===== src/rtl/bit_pattern_find_replace_defines.svh =====
// ----------------------------------------------------------------------------
// Bit pattern find/replace assertion macros
// Shared concurrent assertion forms, clocked on i_clk, off during reset.
// ----------------------------------------------------------------------------
`ifndef BIT_PATTERN_FIND_REPLACE_DEFINES_SVH
`define BIT_PATTERN_FIND_REPLACE_DEFINES_SVH

// check in the same cycle
`define BPFR_ASSERT_SAME(label, ante, cons, msg) \
    label: assert property (@(posedge i_clk) disable iff (!i_rst_n) (ante) |-> (cons)) \
        else $error(msg);

// check in the following cycle
`define BPFR_ASSERT_NEXT(label, ante, cons, msg) \
    label: assert property (@(posedge i_clk) disable iff (!i_rst_n) (ante) |=> (cons)) \
        else $error(msg);

`endif


===== src/rtl/bpfr_pkg.sv =====
// ----------------------------------------------------------------------------
// Bit pattern find/replace package
// Register indexes, widths and the result job passed to the output stage.
// ----------------------------------------------------------------------------
package bpfr_pkg;

    localparam int PATTERN_MAX = 64;
    localparam int LEN_W       = 7;
    localparam int REG_W       = 64;
    localparam int JOB_W       = 64;
    localparam int IDX_W       = 6;
    localparam int POS_W       = 32;
    localparam int CFG_ADDR_W  = 3;
    localparam int REP_MAX     = 64;

    localparam logic [CFG_ADDR_W-1:0] CFG_PATTERN_BITS   = 3'd0;
    localparam logic [CFG_ADDR_W-1:0] CFG_PATTERN_LENGTH = 3'd1;
    localparam logic [CFG_ADDR_W-1:0] CFG_REPLACE_BITS   = 3'd2;
    localparam logic [CFG_ADDR_W-1:0] CFG_REPLACE_LENGTH = 3'd3;
    localparam logic [CFG_ADDR_W-1:0] CFG_REPLACE_MODE   = 3'd4;

    typedef struct packed {
        logic [JOB_W-1:0] bits;
        logic [IDX_W-1:0] top;
        logic [LEN_W-1:0] cnt;
        logic             report;
        logic             found;
        logic [POS_W-1:0] loc;
    } t_job;

endpackage


===== src/rtl/bpfr_cell.sv =====
// ----------------------------------------------------------------------------
// Bit pattern find/replace window cell
// Holds one window bit and compares the bit arriving from its neighbor.
// ----------------------------------------------------------------------------
module bpfr_cell (
    input  logic i_clk,
    input  logic i_shift,
    input  logic i_bit,
    input  logic i_pat,
    input  logic i_active,
    output logic o_bit,
    output logic o_eq
);

    logic r_bit;

    always_ff @(posedge i_clk) begin
        if (i_shift) begin
            r_bit <= i_bit;
        end
    end

    assign o_bit = r_bit;
    assign o_eq  = !i_active || (i_bit == i_pat);

endmodule


===== src/rtl/bpfr_chain.sv =====
// ----------------------------------------------------------------------------
// Bit pattern find/replace cell chain
// Row of window cells; newest bit enters cell 0 and moves up one per transfer.
// ----------------------------------------------------------------------------
module bpfr_chain #(
    parameter int MAX_PATTERN = bpfr_pkg::PATTERN_MAX
) (
    input  logic                    i_clk,
    input  logic                    i_shift,
    input  logic                    i_in_bit,
    input  logic [MAX_PATTERN-1:0]  i_pattern,
    input  logic [bpfr_pkg::LEN_W-1:0] i_len,
    output logic [MAX_PATTERN-1:0]  o_next,
    output logic                    o_hit
);

    import bpfr_pkg::*;

    logic [MAX_PATTERN-1:0] w_q;
    logic [MAX_PATTERN-1:0] w_d;
    logic [MAX_PATTERN-1:0] w_eq;

    for (genvar i = 0; i < MAX_PATTERN; i++) begin : g_cell
        if (i == 0) begin : g_head
            assign w_d[i] = i_in_bit;
        end else begin : g_body
            assign w_d[i] = w_q[i-1];
        end

        bpfr_cell u_cell (
            .i_clk    (i_clk),
            .i_shift  (i_shift),
            .i_bit    (w_d[i]),
            .i_pat    (i_pattern[i]),
            .i_active (LEN_W'(i) < i_len),
            .o_bit    (w_q[i]),
            .o_eq     (w_eq[i])
        );
    end

    assign o_next = w_d;
    assign o_hit  = &w_eq;

endmodule


===== src/rtl/bpfr_emit.sv =====
// ----------------------------------------------------------------------------
// Bit pattern find/replace output stage
// Holds one input transfer's results, sent one per cycle under i_ready.
// ----------------------------------------------------------------------------
`include "bit_pattern_find_replace_defines.svh"

module bpfr_emit (
    input  logic                  i_clk,
    input  logic                  i_rst_n,
    input  logic                  i_load,
    input  bpfr_pkg::t_job        i_job,
    output logic                  o_ready,
    output logic                  o_valid,
    input  logic                  i_ready,
    output logic                  o_out_bit,
    output logic                  o_bit_valid,
    output logic                  o_match_found,
    output logic [bpfr_pkg::POS_W-1:0] o_match_location,
    output logic                  o_run_last
);

    import bpfr_pkg::*;

    t_job r_job;
    logic w_xfer;

    assign o_valid = (r_job.cnt != '0);
    assign w_xfer  = o_valid && i_ready;
    assign o_ready = (r_job.cnt == '0) || ((r_job.cnt == LEN_W'(1)) && i_ready);

    always_ff @(posedge i_clk) begin
        if (!i_rst_n) begin
            r_job.cnt   <= '0;
            r_job.found <= 1'b0;
        end else if (i_load) begin
            r_job <= i_job;
        end else if (w_xfer) begin
            r_job.cnt   <= r_job.cnt - LEN_W'(1);
            r_job.top   <= r_job.top - IDX_W'(1);
            r_job.found <= 1'b0;
        end
    end

    assign o_bit_valid      = !r_job.report;
    assign o_out_bit        = !r_job.report && r_job.bits[r_job.top];
    assign o_match_found    = r_job.found;
    assign o_match_location = r_job.found ? r_job.loc : '0;
    assign o_run_last       = (r_job.cnt == LEN_W'(1));

    `BPFR_ASSERT_SAME(a_report_single, r_job.report && o_valid, r_job.cnt == LEN_W'(1), "report job holds more than one result")
    `BPFR_ASSERT_SAME(a_top_covers, o_valid, {1'b0, r_job.top} >= (r_job.cnt - LEN_W'(1)), "bit index below remaining count")
    `BPFR_ASSERT_NEXT(a_found_first, w_xfer && !i_load && (r_job.cnt > LEN_W'(1)), !r_job.found, "match flag beyond first result")

endmodule


===== src/rtl/bit_pattern_find_replace.sv =====
// ----------------------------------------------------------------------------
// Bit pattern find/replace
// Serial search of a configured bit pattern with optional stream rewrite.
//
//   Channel   Dir  Fields (low bit up)
//   s_axis    in   tdata: in_bit, 7 zero bits; tlast: stream_last
//   m_axis    out  tdata: out_bit, match_location, 7 zero bits;
//                  tuser: bit_valid, match_found; tlast: run_last
//   cfg       in   i_cfg_addr selects the register, i_cfg_wdata its value
//
// One input bit is taken per cycle while each bit gives at most one result and
// output is ready. A match with replacement bits or a flush at stream end gives
// up to 64 results, sent one per cycle while output is ready; input waits until
// the last one transfers. Results appear the cycle after their input transfer.
// Reset is synchronous; it clears window state and restores register defaults.
// ----------------------------------------------------------------------------
`include "bit_pattern_find_replace_defines.svh"

module bit_pattern_find_replace #(
    parameter int MAX_PATTERN = bpfr_pkg::PATTERN_MAX
) (
    input  logic                           i_clk,
    input  logic                           i_rst_n,
    input  logic                           i_cfg_wr_en,
    input  logic [bpfr_pkg::CFG_ADDR_W-1:0] i_cfg_addr,
    input  logic [bpfr_pkg::REG_W-1:0]     i_cfg_wdata,
    input  logic                           s_axis_tvalid,
    output logic                           s_axis_tready,
    input  logic [7:0]                     s_axis_tdata,  // in_bit
    input  logic                           s_axis_tlast,  // stream_last
    output logic                           m_axis_tvalid,
    input  logic                           m_axis_tready,
    output logic [39:0]                    m_axis_tdata,  // out_bit, match_location
    output logic [1:0]                     m_axis_tuser,  // bit_valid, match_found
    output logic                           m_axis_tlast   // run_last
);

    import bpfr_pkg::*;

    logic [REG_W-1:0] r_pat_bits;
    logic [LEN_W-1:0] r_pat_len;
    logic [REG_W-1:0] r_rep_bits;
    logic [LEN_W-1:0] r_rep_len;
    logic             r_rep_mode;

    logic [LEN_W-1:0] r_fill;
    logic [POS_W-1:0] r_pos;
    logic [LEN_W-1:0] n_fill;
    logic [POS_W-1:0] n_pos;

    logic                   w_accept;
    logic                   w_last;
    logic [LEN_W-1:0]       w_len;
    logic [LEN_W-1:0]       w_rlen;
    logic [LEN_W-1:0]       w_f0;
    logic [LEN_W-1:0]       w_f1;
    logic [LEN_W-1:0]       w_drop;
    logic [LEN_W:0]         w_step;
    logic                   w_cmp;
    logic                   w_hit;
    logic                   w_match;
    logic [POS_W-1:0]       w_loc;
    logic [MAX_PATTERN-1:0] w_next;
    logic [JOB_W-1:0]       w_next_ext;
    t_job                   w_job;

    logic       w_bit_valid;
    logic       w_match_found;
    logic       w_out_bit;
    logic [POS_W-1:0] w_match_loc;

    assign w_accept = s_axis_tvalid && s_axis_tready;
    assign w_last   = s_axis_tlast;

    always_ff @(posedge i_clk) begin
        if (!i_rst_n) begin
            r_pat_bits <= '0;
            r_pat_len  <= LEN_W'(1);
            r_rep_bits <= '0;
            r_rep_len  <= '0;
            r_rep_mode <= 1'b0;
        end else if (i_cfg_wr_en) begin
            case (i_cfg_addr)
                CFG_PATTERN_BITS:   r_pat_bits <= i_cfg_wdata;
                CFG_PATTERN_LENGTH: r_pat_len  <= i_cfg_wdata[LEN_W-1:0];
                CFG_REPLACE_BITS:   r_rep_bits <= i_cfg_wdata;
                CFG_REPLACE_LENGTH: r_rep_len  <= i_cfg_wdata[LEN_W-1:0];
                CFG_REPLACE_MODE:   r_rep_mode <= i_cfg_wdata[0];
                default: ;
            endcase
        end
    end

    always_comb begin
        if (r_pat_len == '0) begin
            w_len = LEN_W'(1);
        end else if (r_pat_len > LEN_W'(MAX_PATTERN)) begin
            w_len = LEN_W'(MAX_PATTERN);
        end else begin
            w_len = r_pat_len;
        end
        w_rlen = (r_rep_len > LEN_W'(REP_MAX)) ? LEN_W'(REP_MAX) : r_rep_len;
    end

    bpfr_chain #(
        .MAX_PATTERN (MAX_PATTERN)
    ) u_chain (
        .i_clk     (i_clk),
        .i_shift   (w_accept),
        .i_in_bit  (s_axis_tdata[0]),
        .i_pattern (r_pat_bits[MAX_PATTERN-1:0]),
        .i_len     (w_len),
        .o_next    (w_next),
        .o_hit     (w_hit)
    );

    always_comb begin
        w_next_ext = '0;
        w_next_ext[MAX_PATTERN-1:0] = w_next;

        // drop oldest bits beyond the pattern length
        w_f0 = (r_fill > w_len) ? w_len : r_fill;
        if (w_f0 == w_len) begin
            w_f1   = w_len;
            w_drop = (r_fill - w_f0) + LEN_W'(1);
        end else begin
            w_f1   = w_f0 + LEN_W'(1);
            w_drop = r_fill - w_f0;
        end
        w_loc   = r_pos + POS_W'(w_drop);
        w_cmp   = (w_f1 == w_len);
        w_match = w_cmp && w_hit;

        w_job        = '0;
        w_job.bits   = w_next_ext;
        w_job.loc    = w_loc;
        if (w_match && r_rep_mode && (w_rlen != '0)) begin
            w_job.bits  = r_rep_bits;
            w_job.top   = IDX_W'(w_rlen - LEN_W'(1));
            w_job.cnt   = w_rlen;
            w_job.found = 1'b1;
        end else if (w_match) begin
            w_job.bits   = '0;
            w_job.cnt    = LEN_W'(1);
            w_job.report = 1'b1;
            w_job.found  = 1'b1;
        end else if (r_rep_mode && w_cmp) begin
            w_job.top = IDX_W'(w_len - LEN_W'(1));
            w_job.cnt = w_last ? w_len : LEN_W'(1);
        end else if (r_rep_mode && w_last) begin
            w_job.top = IDX_W'(w_f1 - LEN_W'(1));
            w_job.cnt = w_f1;
        end

        if (w_match) begin
            w_step = {1'b0, w_drop} + {1'b0, w_len};
        end else if (w_cmp) begin
            w_step = {1'b0, w_drop} + (LEN_W+1)'(1);
        end else begin
            w_step = {1'b0, w_drop};
        end

        if (w_last) begin
            n_fill = '0;
            n_pos  = '0;
        end else begin
            n_pos = r_pos + POS_W'(w_step);
            if (w_match) begin
                n_fill = '0;
            end else if (w_cmp) begin
                n_fill = w_len - LEN_W'(1);
            end else begin
                n_fill = w_f1;
            end
        end
    end

    always_ff @(posedge i_clk) begin
        if (!i_rst_n) begin
            r_fill <= '0;
            r_pos  <= '0;
        end else if (w_accept) begin
            r_fill <= n_fill;
            r_pos  <= n_pos;
        end
    end

    bpfr_emit u_emit (
        .i_clk            (i_clk),
        .i_rst_n          (i_rst_n),
        .i_load           (w_accept),
        .i_job            (w_job),
        .o_ready          (s_axis_tready),
        .o_valid          (m_axis_tvalid),
        .i_ready          (m_axis_tready),
        .o_out_bit        (w_out_bit),
        .o_bit_valid      (w_bit_valid),
        .o_match_found    (w_match_found),
        .o_match_location (w_match_loc),
        .o_run_last       (m_axis_tlast)
    );

    assign m_axis_tdata = {7'd0, w_match_loc, w_out_bit};
    assign m_axis_tuser = {w_match_found, w_bit_valid};

    `BPFR_ASSERT_SAME(a_fill_range, 1'b1, r_fill <= LEN_W'(MAX_PATTERN), "fill count above window size")
    `BPFR_ASSERT_NEXT(a_last_restart, w_accept && w_last, (r_fill == '0) && (r_pos == '0), "stream end did not restart window")
    `BPFR_ASSERT_NEXT(a_match_clear, w_accept && w_match, r_fill == '0, "window not emptied after match")

endmodule

===== config.mk =====
export PLATFORM = sky130hd
export DESIGN_NAME = bit_pattern_find_replace
export DESIGN_NICKNAME = d
export VERILOG_FILES = /design/src/rtl/bpfr_pkg.sv /design/src/rtl/bpfr_cell.sv /design/src/rtl/bpfr_chain.sv /design/src/rtl/bpfr_emit.sv /design/src/rtl/bit_pattern_find_replace.sv
export VERILOG_INCLUDE_DIRS = /design/src /design/src/rtl
export SDC_FILE = /design/constraint.sdc
export NUM_CORES = 1
export LEC_CHECK = 0
export ABC_AREA = 0
export BUFFER_PORTS_ARGS = -buffer_cell sky130_fd_sc_hd__buf_4
export CORE_MARGIN = 5
export CORE_UTILIZATION = 35
export CTS_BUF_LIST = sky130_fd_sc_hd__clkbuf_8 sky130_fd_sc_hd__clkbuf_16
export CTS_CLUSTER_SIZE = 10
export DETAILED_ROUTE_END_ITERATION = 8
export PLACE_DENSITY = 0.47
export SYNTH_ARGS = -nofsm -noshare
export SYNTH_HDL_FRONTEND = slang
export SYNTH_SLANG_ARGS = --single-unit

===== constraint.sdc =====
create_clock -name i_clk -period 8.15 [get_ports i_clk]
set_input_delay 0.815 -clock i_clk [delete_from_list [all_inputs] [get_ports i_clk]]
set_output_delay 0.815 -clock i_clk [all_outputs]
set_load 0.1 [all_outputs]

# Word-level counts from Yosys, hierarchy flattened
# Index checks and enable logic that the tools add are counted.
[word_totals]
reg_bits = 356
out_inout_bits = 45
elab_cells = 408
[classes]
addsub = 12
order_cmp = 68
n_eq_ne = 71
n_mux = 28
n_reduce_logical = 153
[ops]
columns = ["op", "n"]
rows = [
  ["< comparator 6 x 7 -> 1 bit (first input constant)", 32],
  ["< comparator 5 x 7 -> 1 bit (first input constant)", 16],
  ["two-way mux 7 bit", 11],
  ["two-way mux 77 bit", 1],
  ["zero test 1 bit", 65],
  ["logical OR 1 bit", 65],
  ["== test 1 bit", 64],
  ["two-way mux 32 bit", 2],
  ["two-way mux 64 bit", 1],
  ["AND reduction 64 bit", 1],
  ["< comparator 4 x 7 -> 1 bit (first input constant)", 8],
  ["two-way mux 13 bit", 4],
  ["adder 32 x 7 -> 32 bit", 1],
  ["adder 32 x 8 -> 32 bit", 1],
  ["< comparator 3 x 7 -> 1 bit (first input constant)", 4],
  ["subtractor 6 x 1 -> 6 bit (second input constant)", 3],
  ["two-way mux 8 bit", 2],
  ["adder 7 x 1 -> 7 bit (second input constant)", 2],
  ["== test 7 bit", 2],
  ["greater-than comparator 7 bit (second input constant)", 2],
  ["zero test 7 bit", 2],
  ["< comparator 1 x 7 -> 1 bit (first input constant)", 2],
  ["< comparator 2 x 7 -> 1 bit (first input constant)", 2],
  ["AND reduction 2 bit", 7],
  ["18 further kinds", 32],
]

# Depth between registers and ports, before layout
[depth]
word_depth = 13
depth_mapped = 35
mapped_depth_nobuf = 33

# Hierarchy
# A second synthesis with hierarchy kept.
[unflattened]
hier_cells = 2180
area_unflattened_um2 = 19693.9
[by_module_without_submodules]
columns = ["mod", "n_inst", "cells_per_inst", "area_per_inst_um2", "seq_area_each_um2"]
rows = [
  ["bit_pattern_find_replace", 1, 1529, 11224.5, 3643.5],
  ["bpfr_emit", 1, 272, 4563.1, 3253.1],
  ["bpfr_cell", 64, 3, 42.5, 30.0],
  ["bpfr_chain", 1, 187, 1183.6, 0.0],
]

# Worst setup path before layout
# Ideal clock, no wire load.
[synth_path]
kind = "input-to-reg"
start = "input m_axis_tready"
end = "register r_fill[0]"
setup_time_ns = 0.081
arrival_time_ns = 7.628
setup_slack_ns = 0.441
path_stages = 9
path_buffers = 1
path_cell_list = "a21oi_1 nor4_1 nand2_1 inv_1 clkbuf_1 nand2_1 inv_1 nand2_1 o21ai_0"
[synth_via]
elab_chain_len = 3
[synth_rtl]
columns = ["element", "line_no", "source"]
rows = [
  ["start: declaration", "bit_pattern_find_replace.sv:32", "input logic m_axis_tready,"],
  ["logical AND 1 bit", "bpfr_emit.sv:29", "assign o_ready = (r_job.cnt == '0) || ((r_job.cnt == LEN_W'(1)) && i_ready);"],
  ["logical OR 1 bit", "bpfr_emit.sv:29", ""],
  ["net s_axis_tready", "bit_pattern_find_replace.sv:28", "output logic s_axis_tready,"],
  ["logical AND 1 bit", "bit_pattern_find_replace.sv:72", "assign w_accept = s_axis_tvalid && s_axis_tready;"],
  ["end signal: assignment", "bit_pattern_find_replace.sv:183", "r_fill <= n_fill;"],
  ["end: declaration", "bit_pattern_find_replace.sv:46", "logic [LEN_W-1:0] r_fill;"],
]
# The timed path passes the listed nets, and every way through them passes these cells.
# A chain may end at the register's enable or synchronous reset.

# Final worst setup path
[layout_path]
start = "register r_pat_len[6]"
end = "register r_pos[28]"
[layout_via]
elab_chain_len = 13
elab_cells_between_ends = 213
classes_between = "6 x add/sub; 66 x order compare; 2 x eq/ne; 8 x mux; 131 x reduce/logical"
[layout_rtl]
columns = ["element", "line_no", "source"]
rows = [
  ["start: declaration", "bit_pattern_find_replace.sv:41", "logic [LEN_W-1:0] r_pat_len;"],
  ["start signal: assignment", "bit_pattern_find_replace.sv:85", "CFG_PATTERN_LENGTH: r_pat_len <= i_cfg_wdata[LEN_W-1:0];"],
  ["greater-than comparator 7 bit", "bit_pattern_find_replace.sv:97", "end else if (r_pat_len > LEN_W'(MAX_PATTERN)) begin"],
  ["two-way mux 7 bit", "bit_pattern_find_replace.sv:97", ""],
  ["two-way mux 7 bit *", "bit_pattern_find_replace.sv:95", "if (r_pat_len == '0) begin"],
  ["greater-than comparator 7 bit", "bit_pattern_find_replace.sv:122", "w_f0 = (r_fill > w_len) ? w_len : r_fill;"],
  ["two-way mux 7 bit", "bit_pattern_find_replace.sv:122", ""],
  ["subtractor 7 bit", "bit_pattern_find_replace.sv:125, bit_pattern_find_replace.sv:128", ""],
  ["adder 7 x 1 -> 7 bit", "bit_pattern_find_replace.sv:125", "w_drop = (r_fill - w_f0) + LEN_W'(1);"],
  ["two-way mux 7 bit", "bit_pattern_find_replace.sv:123", "if (w_f0 == w_len) begin"],
  ["adder 7 x 1 -> 8 bit", "bit_pattern_find_replace.sv:158", "w_step = {1'b0, w_drop} + (LEN_W+1)'(1);"],
  ["two-way mux 8 bit", "bit_pattern_find_replace.sv:157", "end else if (w_cmp) begin"],
  ["two-way mux 8 bit *", "bit_pattern_find_replace.sv:155", "if (w_match) begin"],
  ["adder 32 x 8 -> 32 bit *", "bit_pattern_find_replace.sv:167", "n_pos = r_pos + POS_W'(w_step);"],
  ["two-way mux 32 bit *", "bit_pattern_find_replace.sv:163", "if (w_last) begin"],
  ["end signal: assignment", "bit_pattern_find_replace.sv:184", "r_pos <= n_pos;"],
  ["end: declaration", "bit_pattern_find_replace.sv:47", "logic [POS_W-1:0] r_pos;"],
]
# Every way passes the cells marked *; elsewhere a longest branch is shown, timed or not.

==> results by group <==
Clocking
  – H-Tree Depth: 2
  – CTS buffer count: 43
  – CTS tree: built
  – Clock sinks: 356
  – Reg clk slew, reported paths: 60 ps
  – Worst-case clock buffer depth: 3
  – Post-CTS Hold Buffers: 0
  – CTS root buf: clkbuf_16
  – Worst-Skew Late Latency: 580 ps

Routing
  – Via count: 14900
  – Initial DRC Count: 925
  – Routed WL: 55200 um
  – Detail-routed via count per cell: 5.22
  – Final ANT Viol Nets: 0
  – Drt first pass iters: 5
  – # DRC: 0
  – Routed wire per std cell: 19.3 um

Global routing
  – First-pass GRT wire length: 85800 um
  – GR Overflow Total: 0
  – Antenna violations before repair: 0
  – Vias in the first global route: 14700
  – Overall routing resource usage: 18.2%
  – Largest net degree at the start of global routing: 79

Critical path
  – Crit path largest cell delay: 500 ps
  – Most common cell on crit path: ha_1
  – Crit Path Category: flop to flop
  – Crit path capture type: flop
  – Crit path launch: r_pat_len[6]$_SDFFE_PN0P_
  – Critical Path Fanout Max: 16
  – Critical Path Start Type: flop
  – Reg2reg start: r_pat_len[6]$_SDFFE_PN0P_
  – WP data arrival: 7850 ps
  – Crit path capture: r_pos[28]$_SDFFE_PN0P_
  – Slowest CP cell: fa_1
  – FF-to-FF path depth: 30
  – Reg2reg setup slack: 740 ps
  – CP bufs+invs: 2
  – WP depth: 30
  – CP top delay family: compound AO/OA/AOI/OAI gates
  – Crit path required time: 8580 ps
  – FF-to-FF End: r_pos[28]$_SDFFE_PN0P_

Die
  – Top-Level Pins: 126
  – Die width: 243 um
  – Die Ht: 243 um
  – Initial Utilization: 35.4%
  – Standard-cell rows: 85
  – Core box area: 53900 um2
  – Total die area: 59300 um2

Timing
  – Slew HR: 32.1%
  – Clock Skew: 21.3 ps
  – Worst Tran Pin Value: 1010 ps
  – Fmax: 135 MHz
  – Period minus WS final: 7410 ps
  – Worst setup margin: 735 ps
  – Final cycle utilization of the critical path: 91.0%
  – Final number of hold-violating endpoints: 0
  – Slew Viols, Final: 0
  – Fin Setup TNS: 0 ps
  – RSZ-0062 raised after global routing: no
  – Final setup violation count: 0

Run status
  – Status: finished clean

Pwr
  – Sequential power share: 40.0%
  – Clock power share: 29.8%
  – Peak VDD IR: 0.176 mV
  – Gate power share: 30.2%
  – Switching portion of total power: 35.5%
  – Pint: 3.78 mW
  – Switching power: 2.08 mW
  – Cell Pwr Density: 268 nW/um2
  – Static Leak: 7.95 nW

Synth
  – Avg Cell Area, Syn: 9.26 um2
  – FFs w/ async S/R, synth: 0%
  – Sequential area share after synthesis: 46.1%
  – Synth Flop Type: dfxtp_1
  – Post-synthesis cell type count: 85
  – Number of enable flip-flop cells after synthesis: 166
  – Post-Synthesis Cells: 2060
  – Post-Synthesis Cell Area: 19100 um2
  – Post-synthesis sequential element count: 356
  – Yosys Warn Count: 0

Finish
  – Commonest non-fill, non-tap cell in the layout: nand2_1
  – Most frequent cells in the layout: 485 x nand2_1, 189 x dfxtp_1, 166 x edfxtp_1
  – Share of cells above drive strength 1: 11.7%
  – Diode count: 0
  – Nets: 2259
  – Final Non-Filler Cells: 2858
  – Area growth, synth to finish: 14.5%

Placed design
  – Routability cong.: 0.853
  – Setup WS pre-CTS: 651 ps
  – Placed Cells: 2778
  – DP HPWL: 37300 um
  – Port bufs: 111

Hold path
  – Hold path cells: 1
  – Hold crit path type: input pin to flop

Job
  – Max Cap Viol: 0
==> sequential cells by signal (all words and copies together), names as in the netlist, 7 cells and up <==
register,cells
u_chain.g_cell.u_cell.o_bit,63
u_emit.r_job,110
r_pat_len,7
r_pos,32
r_rep_bits,64
r_rep_len,7
r_pat_bits,64
r_fill,7
==> per-stage QoR <==
step / hold WS (ps) / instance area, um2 / power [mW] / util (%)
6_report: 454 / 21800 / 5.86 / 40.5
5_1_grt: 431 / 21800 / 6.19 / 40.5
4_1_cts: 414 / 21800 / 5.95 / 40.5
3_5_place_dp: 458 / 20600 / 4.17 / 38.1
3_3_place_gp: 452 / 20600 / 4.15 / 38.1
2_1_floorplan: 444 / 19100 / 3.63 / -
==> Yosys cell counts (5+ instances only) <==
cell,number,share of area (%)
nor2_1,64,1.3
nor2b_1,31,1.0
a2bb2oi_1,6,0.28
xor2_1,71,3.3
and3_1,14,0.46
a32oi_1,7,0.32
and4_1,5,0.23
a21o_1,14,0.55
o31a_1,5,0.23
a22oi_1,7,0.28
o31ai_1,15,0.59
o21a_1,7,0.28
buf_2,7,0.18
a211oi_1,5,0.20
nor3_1,28,0.73
inv_1,36,0.71
a21oi_1,78,2.0
nor4_1,14,0.46
a31oi_1,11,0.36
a2111oi_0,6,0.28
nand2b_1,12,0.39
nand2_1,486,9.6
nand4_1,24,0.79
buf_4,14,0.55
ha_1,47,3.1
edfxtp_1,166,26
o21ai_0,114,3.0
or4_1,7,0.28
clkbuf_1,109,2.1
mux2i_1,26,1.4
mux4_2,21,2.5
xnor2_1,78,3.6
or3_1,13,0.43
and2_1,43,1.4
dfxtp_1,190,20
a21boi_0,137,5.4
nand3b_1,6,0.24
o211ai_1,6,0.24
nand3_1,45,1.2
==> worst register-to-register path, delay by kind of cell, from the launching register on <==
kind	cells	cell delay, ps
AND/OR/NAND/NOR	9	1680
adder cells (fa/ha/maj)	6	1990
flip-flops	1	410
XOR/XNOR	1	160
AO/OA/AOI/OAI	12	2610
buffers and inverters	2	390
==> worst min-delay path by stage <==
| stage | endpoint | from | slack, ps |
|---|---|---|---|
| finish | u_chain.g_cell[0].u_cell.o_bit$_DFFE_PP_ | s_axis_tdata[0] | 450 |
| global route | u_chain.g_cell[0].u_cell.o_bit$_DFFE_PP_ | s_axis_tdata[0] | 430 |
| CTS | u_chain.g_cell[0].u_cell.o_bit$_DFFE_PP_ | s_axis_tdata[0] | 410 |
| detailed placement | r_rep_bits[61]$_SDFFE_PN0P_ | r_rep_bits[61]$_SDFFE_PN0P_ | 460 |
| global placement | r_rep_bits[4]$_SDFFE_PN0P_ | r_rep_bits[4]$_SDFFE_PN0P_ | 450 |
| floorplan | r_rep_bits[0]$_SDFFE_PN0P_ | r_rep_bits[0]$_SDFFE_PN0P_ | 440 |
==> power by group through the flow <==
stage | Combinational (mW) | Clock (mW) | Sequential (mW)
floorplan | 1.29 | 0 | 2.34
global placement | 1.78 | 0 | 2.38
detailed placement | 1.79 | 0 | 2.38
CTS | 1.80 | 1.80 | 2.35
global route | 1.95 | 1.88 | 2.37
finish | 1.77 | 1.74 | 2.34
==> logic make-up (layout without fill, tap and decap cells) <==
kind of cell	after synthesis	after routing	share of synthesized area [%]
flops	356	356	46.1
buf+inv	178	274	3.95
compound gates	461	461	16.0
mux	50	50	4.02
fa+ha+maj	52	52	3.55
xor+xnor	149	149	6.84
other cells	1	7	0.0197
simple gates	813	813	19.5
==> metal layers <==
layer	up-vias	routed length, um	share of wire [%]	track usage, %
li1	7372	-	-	-
met1	7154	25300	46	24.2
met2	306	26200	47	31.0
met3	87	2140	3.9	2.27
met4	0	1640	3.0	5.82
met5	-	0	0	0
==> cell type report <==
cell class,count,area (um2)
Clock buffer,45,1100
Clock inverter,35,180
Fill cell,5354,32100
Inverter,41,160
Multi-Input combinational cell,1532,9590
Sequential cell,356,8790
Tap cell,696,871
Timing Repair Buffer,153,1150
==> repair_timing <==
action,in CTS,in global routing
endpoints found under the setup margin,0,3
gates resized for setup,0,1
setup buffers,0,0
Power figures use the tool's default switching activity.
